## src/ppd_pkg.sv

```systemverilog
// Shared types and constants for the pairwise point distance block.
package ppd_pkg;

	// Request operation codes
	typedef enum logic {
		OP_ADD   = 1'b0,
		OP_PAIRS = 1'b1
	} op_t;

	// Response status codes
	typedef enum logic {
		STATUS_OK   = 1'b0,
		STATUS_FULL = 1'b1
	} status_t;

	// Pair sequencer states
	typedef enum logic [2:0] {
		ST_IDLE,
		ST_LOAD_I,
		ST_LOAD_J,
		ST_MUL,
		ST_SQRT,
		ST_EMIT
	} state_t;

	// Fixed response field widths
	localparam int unsigned IDX_OUT_W = 3;
	localparam int unsigned DIST_W    = 17;

endpackage

```

## src/pairwise_point_distance.sv

```systemverilog
// Point store with a bit-serial squared-distance and square-root sequencer.
//
// Usage: the request channel (req_valid / req_stall) carries op, x_coord and
// y_coord. An add request (op 0) appends a point and answers with a single
// response: status 0, or status 1 when the store already holds MAX_POINTS and
// the point is dropped. A pairs request (op 1) answers with one response per
// stored pair (i, j), i < j, in i-major order, last set on the final pair; with
// fewer than two points stored it answers nothing. The store is kept.
// Each distance is floor(sqrt(dx^2 + dy^2)) with FRAC_BITS fraction bits.
// An add response appears the cycle after acceptance. Each pair steps through
// operand fetch, the multiply (one multiplier bit per cycle), the square root
// (one root bit per cycle) and hand over; the first point of each row is
// fetched once per row, before the first pair of that row.
// One request is worked on at a time; req_stall is high until it is done.
// Reset empties the store (the point count returns to zero) and drops any
// pending response. While rsp_stall is high the response holds and the
// sequencer waits before handing over the next one.
module pairwise_point_distance #(
	parameter int unsigned MAX_POINTS = 8,
	parameter int unsigned COORD_BITS = 12,
	parameter int unsigned FRAC_BITS  = 4
) (
	input  logic                             clk,
	input  logic                             arst_n,
	input  logic                             req_valid,
	output logic                             req_stall,
	input  logic                             op,
	input  logic signed [COORD_BITS-1:0]     x_coord,
	input  logic signed [COORD_BITS-1:0]     y_coord,
	output logic                             rsp_valid,
	input  logic                             rsp_stall,
	output logic                             status,
	output logic [ppd_pkg::IDX_OUT_W-1:0]    first_index,
	output logic [ppd_pkg::IDX_OUT_W-1:0]    second_index,
	output logic [ppd_pkg::DIST_W-1:0]       distance,
	output logic                             last
);
	import ppd_pkg::*;

	localparam int unsigned IDX_W  = $clog2(MAX_POINTS);
	localparam int unsigned CNT_W  = $clog2(MAX_POINTS + 1);
	localparam int unsigned SQ_W   = 2 * COORD_BITS + 1;
	localparam int unsigned ROOT_W = COORD_BITS + FRAC_BITS + 1;
	localparam int unsigned RAD_W  = 2 * ROOT_W;
	localparam int unsigned REM_W  = ROOT_W + 2;
	localparam int unsigned STEP_W = $clog2(ROOT_W + 1);
	localparam int unsigned DW     = (ROOT_W > DIST_W) ? ROOT_W : DIST_W;

	// Point store
	logic signed [COORD_BITS-1:0] sx_q [MAX_POINTS];
	logic signed [COORD_BITS-1:0] sy_q [MAX_POINTS];
	logic [CNT_W-1:0]             count_q;

	// Sequencer
	state_t           state_q, state_d;
	logic [IDX_W-1:0] i_q, j_q;
	logic [STEP_W-1:0] step_q;
	logic signed [COORD_BITS-1:0] xi_q, yi_q;

	// Bit-serial multiplier
	logic [SQ_W-1:0]       acc_q, mcx_q, mcy_q;
	logic [COORD_BITS-1:0] mx_q, my_q;

	// Digit-by-digit square root
	logic [RAD_W-1:0]  rad_q;
	logic [REM_W-1:0]  rem_q;
	logic [ROOT_W-1:0] root_q;

	// Response register
	logic                 rsp_valid_q;
	logic                 status_q;
	logic [IDX_OUT_W-1:0] first_q, second_q;
	logic [DIST_W-1:0]    dist_q;
	logic                 last_q;

	logic req_acc, out_free, load_out, pair_last, row_end, step_done;
	logic [IDX_W-1:0] rd_addr;
	logic signed [COORD_BITS-1:0] rd_x, rd_y;
	logic signed [COORD_BITS:0]   diff_x, diff_y;
	logic [COORD_BITS-1:0]        dx, dy;
	logic [REM_W-1:0]  rem_sh, trial;
	logic [DW-1:0]     root_ext;
	logic [IDX_W:0]    i_next2;

	// Store read port, shared by the row and column fetch
	assign rd_addr = (state_q == ST_LOAD_I) ? i_q : j_q;
	assign rd_x    = sx_q[rd_addr];
	assign rd_y    = sy_q[rd_addr];

	// Absolute coordinate differences
	assign diff_x = {xi_q[COORD_BITS-1], xi_q} - {rd_x[COORD_BITS-1], rd_x};
	assign diff_y = {yi_q[COORD_BITS-1], yi_q} - {rd_y[COORD_BITS-1], rd_y};
	assign dx     = diff_x[COORD_BITS] ? COORD_BITS'(-diff_x) : diff_x[COORD_BITS-1:0];
	assign dy     = diff_y[COORD_BITS] ? COORD_BITS'(-diff_y) : diff_y[COORD_BITS-1:0];

	// Root step operands
	assign rem_sh = {rem_q[REM_W-3:0], rad_q[RAD_W-1 -: 2]};
	assign trial  = {root_q, 2'b01};

	// Pair position
	assign row_end   = (CNT_W'(j_q) == count_q - CNT_W'(1));
	assign pair_last = row_end && (CNT_W'(i_q) == count_q - CNT_W'(2));
	assign i_next2   = {1'b0, i_q} + (IDX_W + 1)'(2);

	assign out_free = !rsp_valid_q || !rsp_stall;
	assign req_acc  = req_valid && !req_stall;

	// Step counter end for the multiply and root phases
	always_comb begin
		step_done = 1'b0;
		if (state_q == ST_MUL) begin
			step_done = (step_q == STEP_W'(COORD_BITS - 1));
		end else if (state_q == ST_SQRT) begin
			step_done = (step_q == STEP_W'(ROOT_W - 1));
		end
	end

	// State register
	always_ff @(posedge clk or negedge arst_n) begin
		if (!arst_n) begin
			state_q <= ST_IDLE;
		end else begin
			state_q <= state_d;
		end
	end

	// Next state and strobes
	always_comb begin
		state_d   = state_q;
		req_stall = 1'b1;
		load_out  = 1'b0;
		unique case (state_q)
			ST_IDLE: begin
				req_stall = !out_free;
				if (req_valid && out_free) begin
					if (op == OP_ADD) begin
						load_out = 1'b1;
					end else if (count_q >= CNT_W'(2)) begin
						state_d = ST_LOAD_I;
					end
				end
			end
			ST_LOAD_I: state_d = ST_LOAD_J;
			ST_LOAD_J: state_d = ST_MUL;
			ST_MUL: begin
				if (step_done) begin
					state_d = ST_SQRT;
				end
			end
			ST_SQRT: begin
				if (step_done) begin
					state_d = ST_EMIT;
				end
			end
			ST_EMIT: begin
				if (out_free) begin
					load_out = 1'b1;
					priority if (pair_last) begin
						state_d = ST_IDLE;
					end else if (row_end) begin
						state_d = ST_LOAD_I;
					end else begin
						state_d = ST_LOAD_J;
					end
				end
			end
			default: state_d = ST_IDLE;
		endcase
	end

	// Point count
	always_ff @(posedge clk or negedge arst_n) begin
		if (!arst_n) begin
			count_q <= '0;
		end else if (req_acc && op == OP_ADD && count_q < CNT_W'(MAX_POINTS)) begin
			count_q <= count_q + CNT_W'(1);
		end
	end

	// Append a point below the count
	always_ff @(posedge clk) begin
		if (req_acc && op == OP_ADD && count_q < CNT_W'(MAX_POINTS)) begin
			sx_q[count_q[IDX_W-1:0]] <= x_coord;
			sy_q[count_q[IDX_W-1:0]] <= y_coord;
		end
	end

	// Pair indices
	always_ff @(posedge clk or negedge arst_n) begin
		if (!arst_n) begin
			i_q <= '0;
			j_q <= '0;
		end else if (req_acc) begin
			i_q <= '0;
			j_q <= IDX_W'(1);
		end else if (state_q == ST_EMIT && out_free && !pair_last) begin
			if (row_end) begin
				i_q <= i_q + IDX_W'(1);
				j_q <= i_next2[IDX_W-1:0];
			end else begin
				j_q <= j_q + IDX_W'(1);
			end
		end
	end

	// Step counter
	always_ff @(posedge clk or negedge arst_n) begin
		if (!arst_n) begin
			step_q <= '0;
		end else if (state_q == ST_MUL || state_q == ST_SQRT) begin
			step_q <= step_done ? '0 : step_q + STEP_W'(1);
		end else begin
			step_q <= '0;
		end
	end

	// Fetch operands, multiply one bit per cycle, extract one root bit per cycle
	always_ff @(posedge clk) begin
		unique case (state_q)
			ST_LOAD_I: begin
				xi_q <= rd_x;
				yi_q <= rd_y;
			end
			ST_LOAD_J: begin
				acc_q <= '0;
				mcx_q <= SQ_W'(dx);
				mcy_q <= SQ_W'(dy);
				mx_q  <= dx;
				my_q  <= dy;
			end
			ST_MUL: begin
				acc_q <= acc_q + (mx_q[0] ? mcx_q : '0) + (my_q[0] ? mcy_q : '0);
				mcx_q <= mcx_q << 1;
				mcy_q <= mcy_q << 1;
				mx_q  <= mx_q >> 1;
				my_q  <= my_q >> 1;
				if (step_done) begin
					rad_q  <= RAD_W'(acc_q + (mx_q[0] ? mcx_q : '0) + (my_q[0] ? mcy_q : '0))
						<< (2 * FRAC_BITS);
					rem_q  <= '0;
					root_q <= '0;
				end
			end
			ST_SQRT: begin
				rad_q <= rad_q << 2;
				if (rem_sh >= trial) begin
					rem_q  <= rem_sh - trial;
					root_q <= {root_q[ROOT_W-2:0], 1'b1};
				end else begin
					rem_q  <= rem_sh;
					root_q <= {root_q[ROOT_W-2:0], 1'b0};
				end
			end
			default: begin
			end
		endcase
	end

	assign root_ext = DW'(root_q);

	// Response valid: set on load, drop once taken
	always_ff @(posedge clk or negedge arst_n) begin
		if (!arst_n) begin
			rsp_valid_q <= 1'b0;
		end else if (load_out) begin
			rsp_valid_q <= 1'b1;
		end else if (!rsp_stall) begin
			rsp_valid_q <= 1'b0;
		end
	end

	// Response payload
	always_ff @(posedge clk) begin
		if (load_out) begin
			if (state_q == ST_IDLE) begin
				status_q <= (count_q < CNT_W'(MAX_POINTS)) ? STATUS_OK : STATUS_FULL;
				first_q  <= '0;
				second_q <= '0;
				dist_q   <= '0;
				last_q   <= 1'b1;
			end else begin
				status_q <= STATUS_OK;
				first_q  <= IDX_OUT_W'(i_q);
				second_q <= IDX_OUT_W'(j_q);
				dist_q   <= root_ext[DIST_W-1:0];
				last_q   <= pair_last;
			end
		end
	end

	assign rsp_valid    = rsp_valid_q;
	assign status       = status_q;
	assign first_index  = first_q;
	assign second_index = second_q;
	assign distance     = dist_q;
	assign last         = last_q;

endmodule
```

## config.mk

```make
export PLATFORM = sky130hd
export DESIGN_NAME = pairwise_point_distance
export DESIGN_NICKNAME = d
export VERILOG_FILES = /design/src/ppd_pkg.sv /design/src/pairwise_point_distance.sv
export SDC_FILE = /design/constraint.sdc
export NUM_CORES = 1
export LEC_CHECK = 0
export BUFFER_PORTS_ARGS = -buffer_cell sky130_fd_sc_hd__buf_2
export CORE_MARGIN = 8
export CORE_UTILIZATION = 65
export CTS_CLUSTER_SIZE = 24
export DETAILED_ROUTE_END_ITERATION = 7
export PLACE_DENSITY = 0.91
export REMOVE_ABC_BUFFERS = 1
export SLEW_MARGIN = 20
export SYNTH_ARGS = -nofsm -noshare
export SYNTH_HDL_FRONTEND = slang
export SYNTH_SLANG_ARGS = --single-unit
```

## constraint.sdc

```tcl
create_clock -name clk -period 11.5 [get_ports clk]
set_input_delay 0.575 -clock clk [delete_from_list [all_inputs] [get_ports clk]]
set_output_delay 0.575 -clock clk [all_outputs]
set_load 0.005 [all_outputs]
```

Word-level counts from Yosys, hierarchy flattened
Memories as Yosys holds them, arrays and structs flattened.
Cells that the tools add are included.
{ "totals": {"register_bits": 235, "mem_bits_rw": 192, "output_inout_bits": 27, "elab_cells": 130, "n_memories": 2} }
{ "memory_table": {"columns": ["name", "words", "width", "read_ports", "rd_ports_with_merged_regs", "wr", "line_no", "source"], "rows": [
  ["sx_q", 8, 12, 1, 0, 1, "pairwise_point_distance.sv:50", "logic signed [COORD_BITS-1:0] sx_q [MAX_POINTS];"],
  ["sy_q", 8, 12, 1, 0, 1, "pairwise_point_distance.sv:51", "logic signed [COORD_BITS-1:0] sy_q [MAX_POINTS];"]
]} }
{ "classes": {"n_addsub": 16, "magnitude_cmp": 3, "eq_ne": 16, "n_mux": 49, "bitwise_logic": 1, "n_reduce_logical": 22} }
{ "op_table": {"columns": ["op", "n"], "rows": [
  ["one-hot mux 25 bit (2 select lines)", 3],
  ["two-way mux 25 bit", 4],
  ["one-hot mux 17 bit (2 select lines)", 2],
  ["one-hot mux 34 bit (2 select lines)", 1],
  ["two-way mux 17 bit", 3],
  ["adder 25 bit", 2],
  ["one-hot mux 12 bit (2 select lines)", 2],
  ["two-way mux 3 bit", 13],
  ["two-way mux 34 bit", 1],
  ["adder 25 x 25 -> 26 bit", 1],
  ["adder 26 x 25 -> 26 bit", 1],
  ["subtractor 12 x 12 -> 13 bit", 2],
  ["two-way mux 12 bit", 2],
  ["negator 12 bit", 2],
  [">= comparator 19 bit", 1],
  ["one-hot mux 3 bit (6 select lines)", 1],
  ["subtractor 17 bit", 1],
  ["two-way mux 1 bit", 12],
  ["inequality test 2 bit, second input constant", 6],
  ["two-way mux 5 bit", 2],
  ["equality test 3 x 4 -> 1 bit", 2],
  ["nonzero test 2 bit", 4],
  ["logical AND 1 bit", 7],
  ["adder 3 x 1 -> 3 bit, second input constant", 2],
  ["other kinds (21)", 30]
]} }

Longest topological paths before layout
{ "logic_depth": {"depth_word": 10, "ltp_mapped": 26, "ltp_nobuf": 20} }

Worst setup path after synthesis
Ideal clock, no wire load.
{ "synth_path": {"path_kind": "register to register", "startpoint": "register state_q[2]", "endpoint": "register mcx_q[11], data pin", "setup_time_ns": 0.270, "t_arrival_ns": 5.082, "required_ns": 11.230, "setup_slack_ns": 6.148, "stages_incl_launch_ff": 26, "n_path_buf": 6, "period_less_slack_ns": 5.352, "path_cell_list": "dfrtp_1 > or3b_1 > buf_6 > inv_6 > mux2i_1 > clkbuf_1 > clkbuf_1 > clkbuf_1 > nand3_1 > o211ai_1 > o21ai_0 > ha_1 > fa_1 > clkbuf_1 > and3b_1 > o21ai_0 > a21boi_0 > nor2_1 > o31ai_1 > o2111ai_1 > a22oi_1 > clkbuf_1 > inv_1 > o31ai_1 > xnor2_1 > a21oi_1"} }
{ "synth_via": {"elab_chain_cells": 7, "elab_cells_between_ends": 9} }
{ "synth_rtl": {"columns": ["item", "line_no", "source"], "rows": [
  ["from (decl)", "pairwise_point_distance.sv:55", "state_t state_q, state_d;"],
  ["from (signal assigned)", "pairwise_point_distance.sv:123", "state_q <= state_d;"],
  ["equality test 3 x 1 -> 1 bit (*)", "pairwise_point_distance.sv:86", "assign rd_addr = (state_q == ST_LOAD_I) ? i_q : j_q;"],
  ["two-way mux 3 bit (*)", "pairwise_point_distance.sv:86", null],
  ["memory (8 x 12 bit) (*)", null, null],
  ["named net rd_x[0]", "pairwise_point_distance.sv:78", "logic signed [COORD_BITS-1:0] rd_x, rd_y;"],
  ["subtractor 12 x 12 -> 13 bit (*)", "pairwise_point_distance.sv:91", "assign diff_x = {xi_q[COORD_BITS-1], xi_q} - {rd_x[COORD_BITS-1], rd_x};"],
  ["negator 12 bit", "pairwise_point_distance.sv:93", "assign dx = diff_x[COORD_BITS] ? COORD_BITS'(-diff_x) : diff_x[COORD_BITS-1:0];"],
  ["two-way mux 12 bit (*)", "pairwise_point_distance.sv:93", null],
  ["one-hot mux 25 bit (2 select lines) (*)", "pairwise_point_distance.sv:219", "unique case (state_q)"],
  ["to (signal assigned)", "pairwise_point_distance.sv:226", "mcx_q <= SQ_W'(dx);"],
  ["to (signal assigned)", "pairwise_point_distance.sv:233", "mcx_q <= mcx_q << 1;"],
  ["to (decl)", "pairwise_point_distance.sv:61", "logic [SQ_W-1:0] acc_q, mcx_q, mcy_q;"]
]} }
The timed path passes the listed nets; every way through them passes the cells marked *.
A chain may end at the register's enable or synchronous reset.

Worst setup path in the final report
{ "layout_path": {"startpoint": "register state_q[0]", "endpoint": "register mcx_q[3], data pin"} }
Same word-level chain as after synthesis.

==> impl_metrics.csv <==
group,metric,value,unit
run_status,status,"complete, no violations",
logic_synthesis,ys_types,72,
cts,h-tree-depth,2,
layout,final_util,0.7211,
sta,tns,0,ns
logic_synthesis,ys_async_sr_fraction,0.04535,
floorplanning,die-area,38700,um2
route,ant_nets,0,
cts,numCtsBuffers,43,
grt,grt_overflow_total,0,
layout,final_net_count,1968,
power,powerDensity,311.3,nW/um2
grt,grt_use_total,0.2326,
layout,fillers,2026,
route,drc,0,
floorplanning,fp.dieW,196.7,um
sta,max-slew-margin-rel,0.2811,
grt,top_usage_layer,"met2",
sta,drv_slew,0,
floorplanning,core,32370,um2
placed_design,port_buffers,55,
placed_design,place_congestion,0.9128,
placed_design,place_area,21920,um2
placed_design,dpl.hpwl,28.16,mm
logic_synthesis,synth_seq_cells,419,
critical_path,worstSetupEndpointType,"register",
layout,syn_to_final_growth,9.935,%
layout,stdcell_area,23340,um2
floorplanning,start_util,0.6559,
cts,cts_resized,0,
route,vias_per_cell,6.244,
grt,grt_max_degree,95,
route,routedWlPerCell,19.68,um
critical_path,cp_data_arrival_time,7.32,ns
floorplanning,io_pins,56,
sta,min_period,7.033,ns
route,wl,45.45,mm
logic_synthesis,syn_inst,1801,
sta,fin_crit_sh,0.6115,
route,dr.first_iter.drc_count,1392,
floorplanning,row_count,66,
sta,rsz0062_at_grt,"false",
route,vias,14424,
sta,finalSetupViolCount,0,
placed_design,dp_cells,2229,
grt,antenna_found_initial,1,
critical_path,crit_fanout,94,
flow_run,maxCapViolations,0,
hold_path,hold_path_class,"primary input to register",
cts,clk_latency,0.55,ns
grt,use_met2,0.4169,
grt,groute.layer.met3.usage,0.03701,
power,p_leak,0.009085,uW
logic_synthesis,synth_ff_type,"edfxtp_1",
logic_synthesis,yosysSeqAreaShare,0.5881,
layout,finalNonFillerCells,2310,
critical_path,cp.required,11.79,ns
critical_path,critPathKind,"register to register",
grt,grt_pass1_wl,73.11,mm
cts,clk_pin_slew,0.06,ns
hold_path,worstHoldPathCells,1,
cts,cts_tree,"done",
critical_path,startpoint_type,"register",
cts,cts_root_buf,"clkbuf_16",
grt,met1_usage,0.2813,
sta,tightest_slew,1.070,ns
floorplanning,die_h,196.7,um
cts,cts_sinks,419,
critical_path,r2r_cells,19,
grt,grt_pass1_vias,14443,
cts,clockBufferDepth,3,
power,ir_drop,198.6,uV
layout,drive_above_1_share,0.08677,
logic_synthesis,synth_edf_count,400,
sta,timing.fmax,0.1422,GHz
route,first_pass_iters,6,
sta,finClkSkew,0.02788,ns
sta,finalHoldViolCount,0,
logic_synthesis,synth-warning-count,0,
logic_synthesis,synth_area,21230,um2
logic_synthesis,syn_avg_cell_area,11.79,um2
-- through the flow --
step / setup slack, ns / hold WS [ns] / total power (uW)
2_1_floorplan: 1.724 / 0.2794 / 5017
3_3_place_gp: 4.978 / 0.4753 / 5579
3_5_place_dp: 4.623 / 0.4771 / 5802
4_1_cts: 4.562 / 0.2781 / 7237
5_1_grt: 3.912 / 0.2929 / 7740
6_report: 4.467 / 0.2912 / 7268
-- kinds of logic after synthesis --
| group | synth area share |
|---|---|
| compound gates | 0.1178 |
| xor+xnor | 0.03365 |
| fa+ha+maj | 0.07337 |
| buf+inv | 0.03241 |
| flops | 0.5881 |
| mux | 0.01785 |
| simple gates | 0.1368 |
-- registers in the layout (all words and copies together) (netlist names), 3 cells and up --
| name | cells |
|---|---|
| sx_q | 96 |
| sy_q | 96 |
| rad_q | 26 |
| acc_q | 25 |
| mcx_q | 25 |
| mcy_q | 25 |
| distance | 17 |
| rem_q | 17 |
| root_ext | 17 |
| mx_q | 12 |
| my_q | 12 |
| xi_q | 12 |
| yi_q | 12 |
| step_q | 5 |
| count_q | 4 |
| first_index | 3 |
| i_q | 3 |
| j_q | 3 |
| second_index | 3 |
| state_q | 3 |
-- layout by cell type, fill, tap and decap left out, types with 21 or more instances in the layout --
cell type / synthesis / final
a211oi_1: 54 / 53
a21o_1: 25 / 25
a21oi_1: 84 / 83
a311oi_1: 21 / 21
a31oi_1: 29 / 29
and2_1: 88 / 88
and3_1: 44 / 43
buf_2: 0 / 55
clkbuf_16: 0 / 45
edfxtp_1: 400 / 400
fa_1: 28 / 28
ha_1: 78 / 78
inv_1: 90 / 90
mux2i_1: 33 / 31
nand2_1: 184 / 182
nand3_1: 28 / 28
nor2_1: 159 / 159
o21a_1: 23 / 23
o21ai_0: 66 / 66
xnor2_1: 49 / 49
xor2_1: 30 / 30
-- final timing paths --
kind	start	slack, ns	to
max in group asynchronous	arst_n	10.70	state_q[0]
max	state_q[0]	4.47	mcx_q[3]
min	y_coord[1]	0.29	sy_q[7][1]
max reg2reg	state_q[0]	4.47	mcx_q[3]
min reg2reg	step_q[0]	0.50	step_q[0]
min in group asynchronous	arst_n	0.49	state_q[2]
-- Yosys cell counts, drive strengths merged (9+ instances only) --
master / n / area, um2
a31oi: 30 / 202.7
o211ai: 10 / 75.07
xor2: 30 / 262.8
o21ai: 66 / 330.3
and3: 44 / 275.3
fa: 28 / 560.5
mux2i: 33 / 330.3
nor2b: 15 / 93.84
buf: 9 / 48.80
nor3: 21 / 105.1
a211oi: 55 / 417.9
ha: 78 / 975.9
dfrtp: 19 / 475.5
nand2b: 17 / 106.4
edfxtp: 400 / 12010
and2: 95 / 594.3
a21o: 25 / 187.7
inv: 91 / 346.6
xnor2: 49 / 429.2
a311oi: 21 / 183.9
a21oi: 84 / 420.4
nor2: 159 / 596.8
nand3: 28 / 140.1
clkbuf: 78 / 292.8
o21a: 23 / 172.7
nand2: 184 / 690.7
-- layer usage --
layer | share of wire | vias up
met3 | 0.073 | 117
met4 | 0.030 | 2
met5 | 0.00024 | -
li1 | - | 6629
met1 | 0.38 | 6998
met2 | 0.52 | 678
-- worst max-delay path, stage by stage, from the launching register on --
cell and delay, ns:
dfrtp_1 1.04, or3b_1 0.66, inv_6 0.35, mux2i_4 0.28
buf_4 0.77, nand3_1 0.14, o211ai_1 0.14, o21ai_0 0.17
ha_1 0.27, fa_1 0.50, and3b_1 0.25, o21ai_0 0.06
a21boi_0 0.27, nor2_1 0.07, o31ai_1 0.14, o2111ai_1 0.18
a22oi_1 0.84, o21a_1 0.25, o21ai_0 0.14, o21a_1 0.19
-- power breakdown --
group          internal [uW]  switching, uW  total (uW)
Sequential              2190            177        2370
Clock                    806            578        1380
Combinational           1380           2140        3520
Total                   4370           2900        7270
-- timing repair --
item | 4_1_cts | 5_1_grt
buffers inserted | 0 | 0
endpoints found under the hold margin | 19 | 0
hold buffers | 1 | 0
-- layout make-up --
class | count | area (um2) | share of cell area
Sequential cell | 419 | 12490 | 0.5349
Clock buffer | 57 | 1201 | 0.05146
Timing Repair Buffer | 74 | 420.4 | 0.01801
Clock inverter | 22 | 205.2 | 0.008791
Tap cell | 442 | 553.0 | 0.02369
Multi-Input combinational cell | 1204 | 8127 | 0.3481
Inverter | 91 | 346.6 | 0.01485
Antenna cell | 1 | 2.502 | 0.0001072
Note: power is estimated with default switching activity, not from simulation.
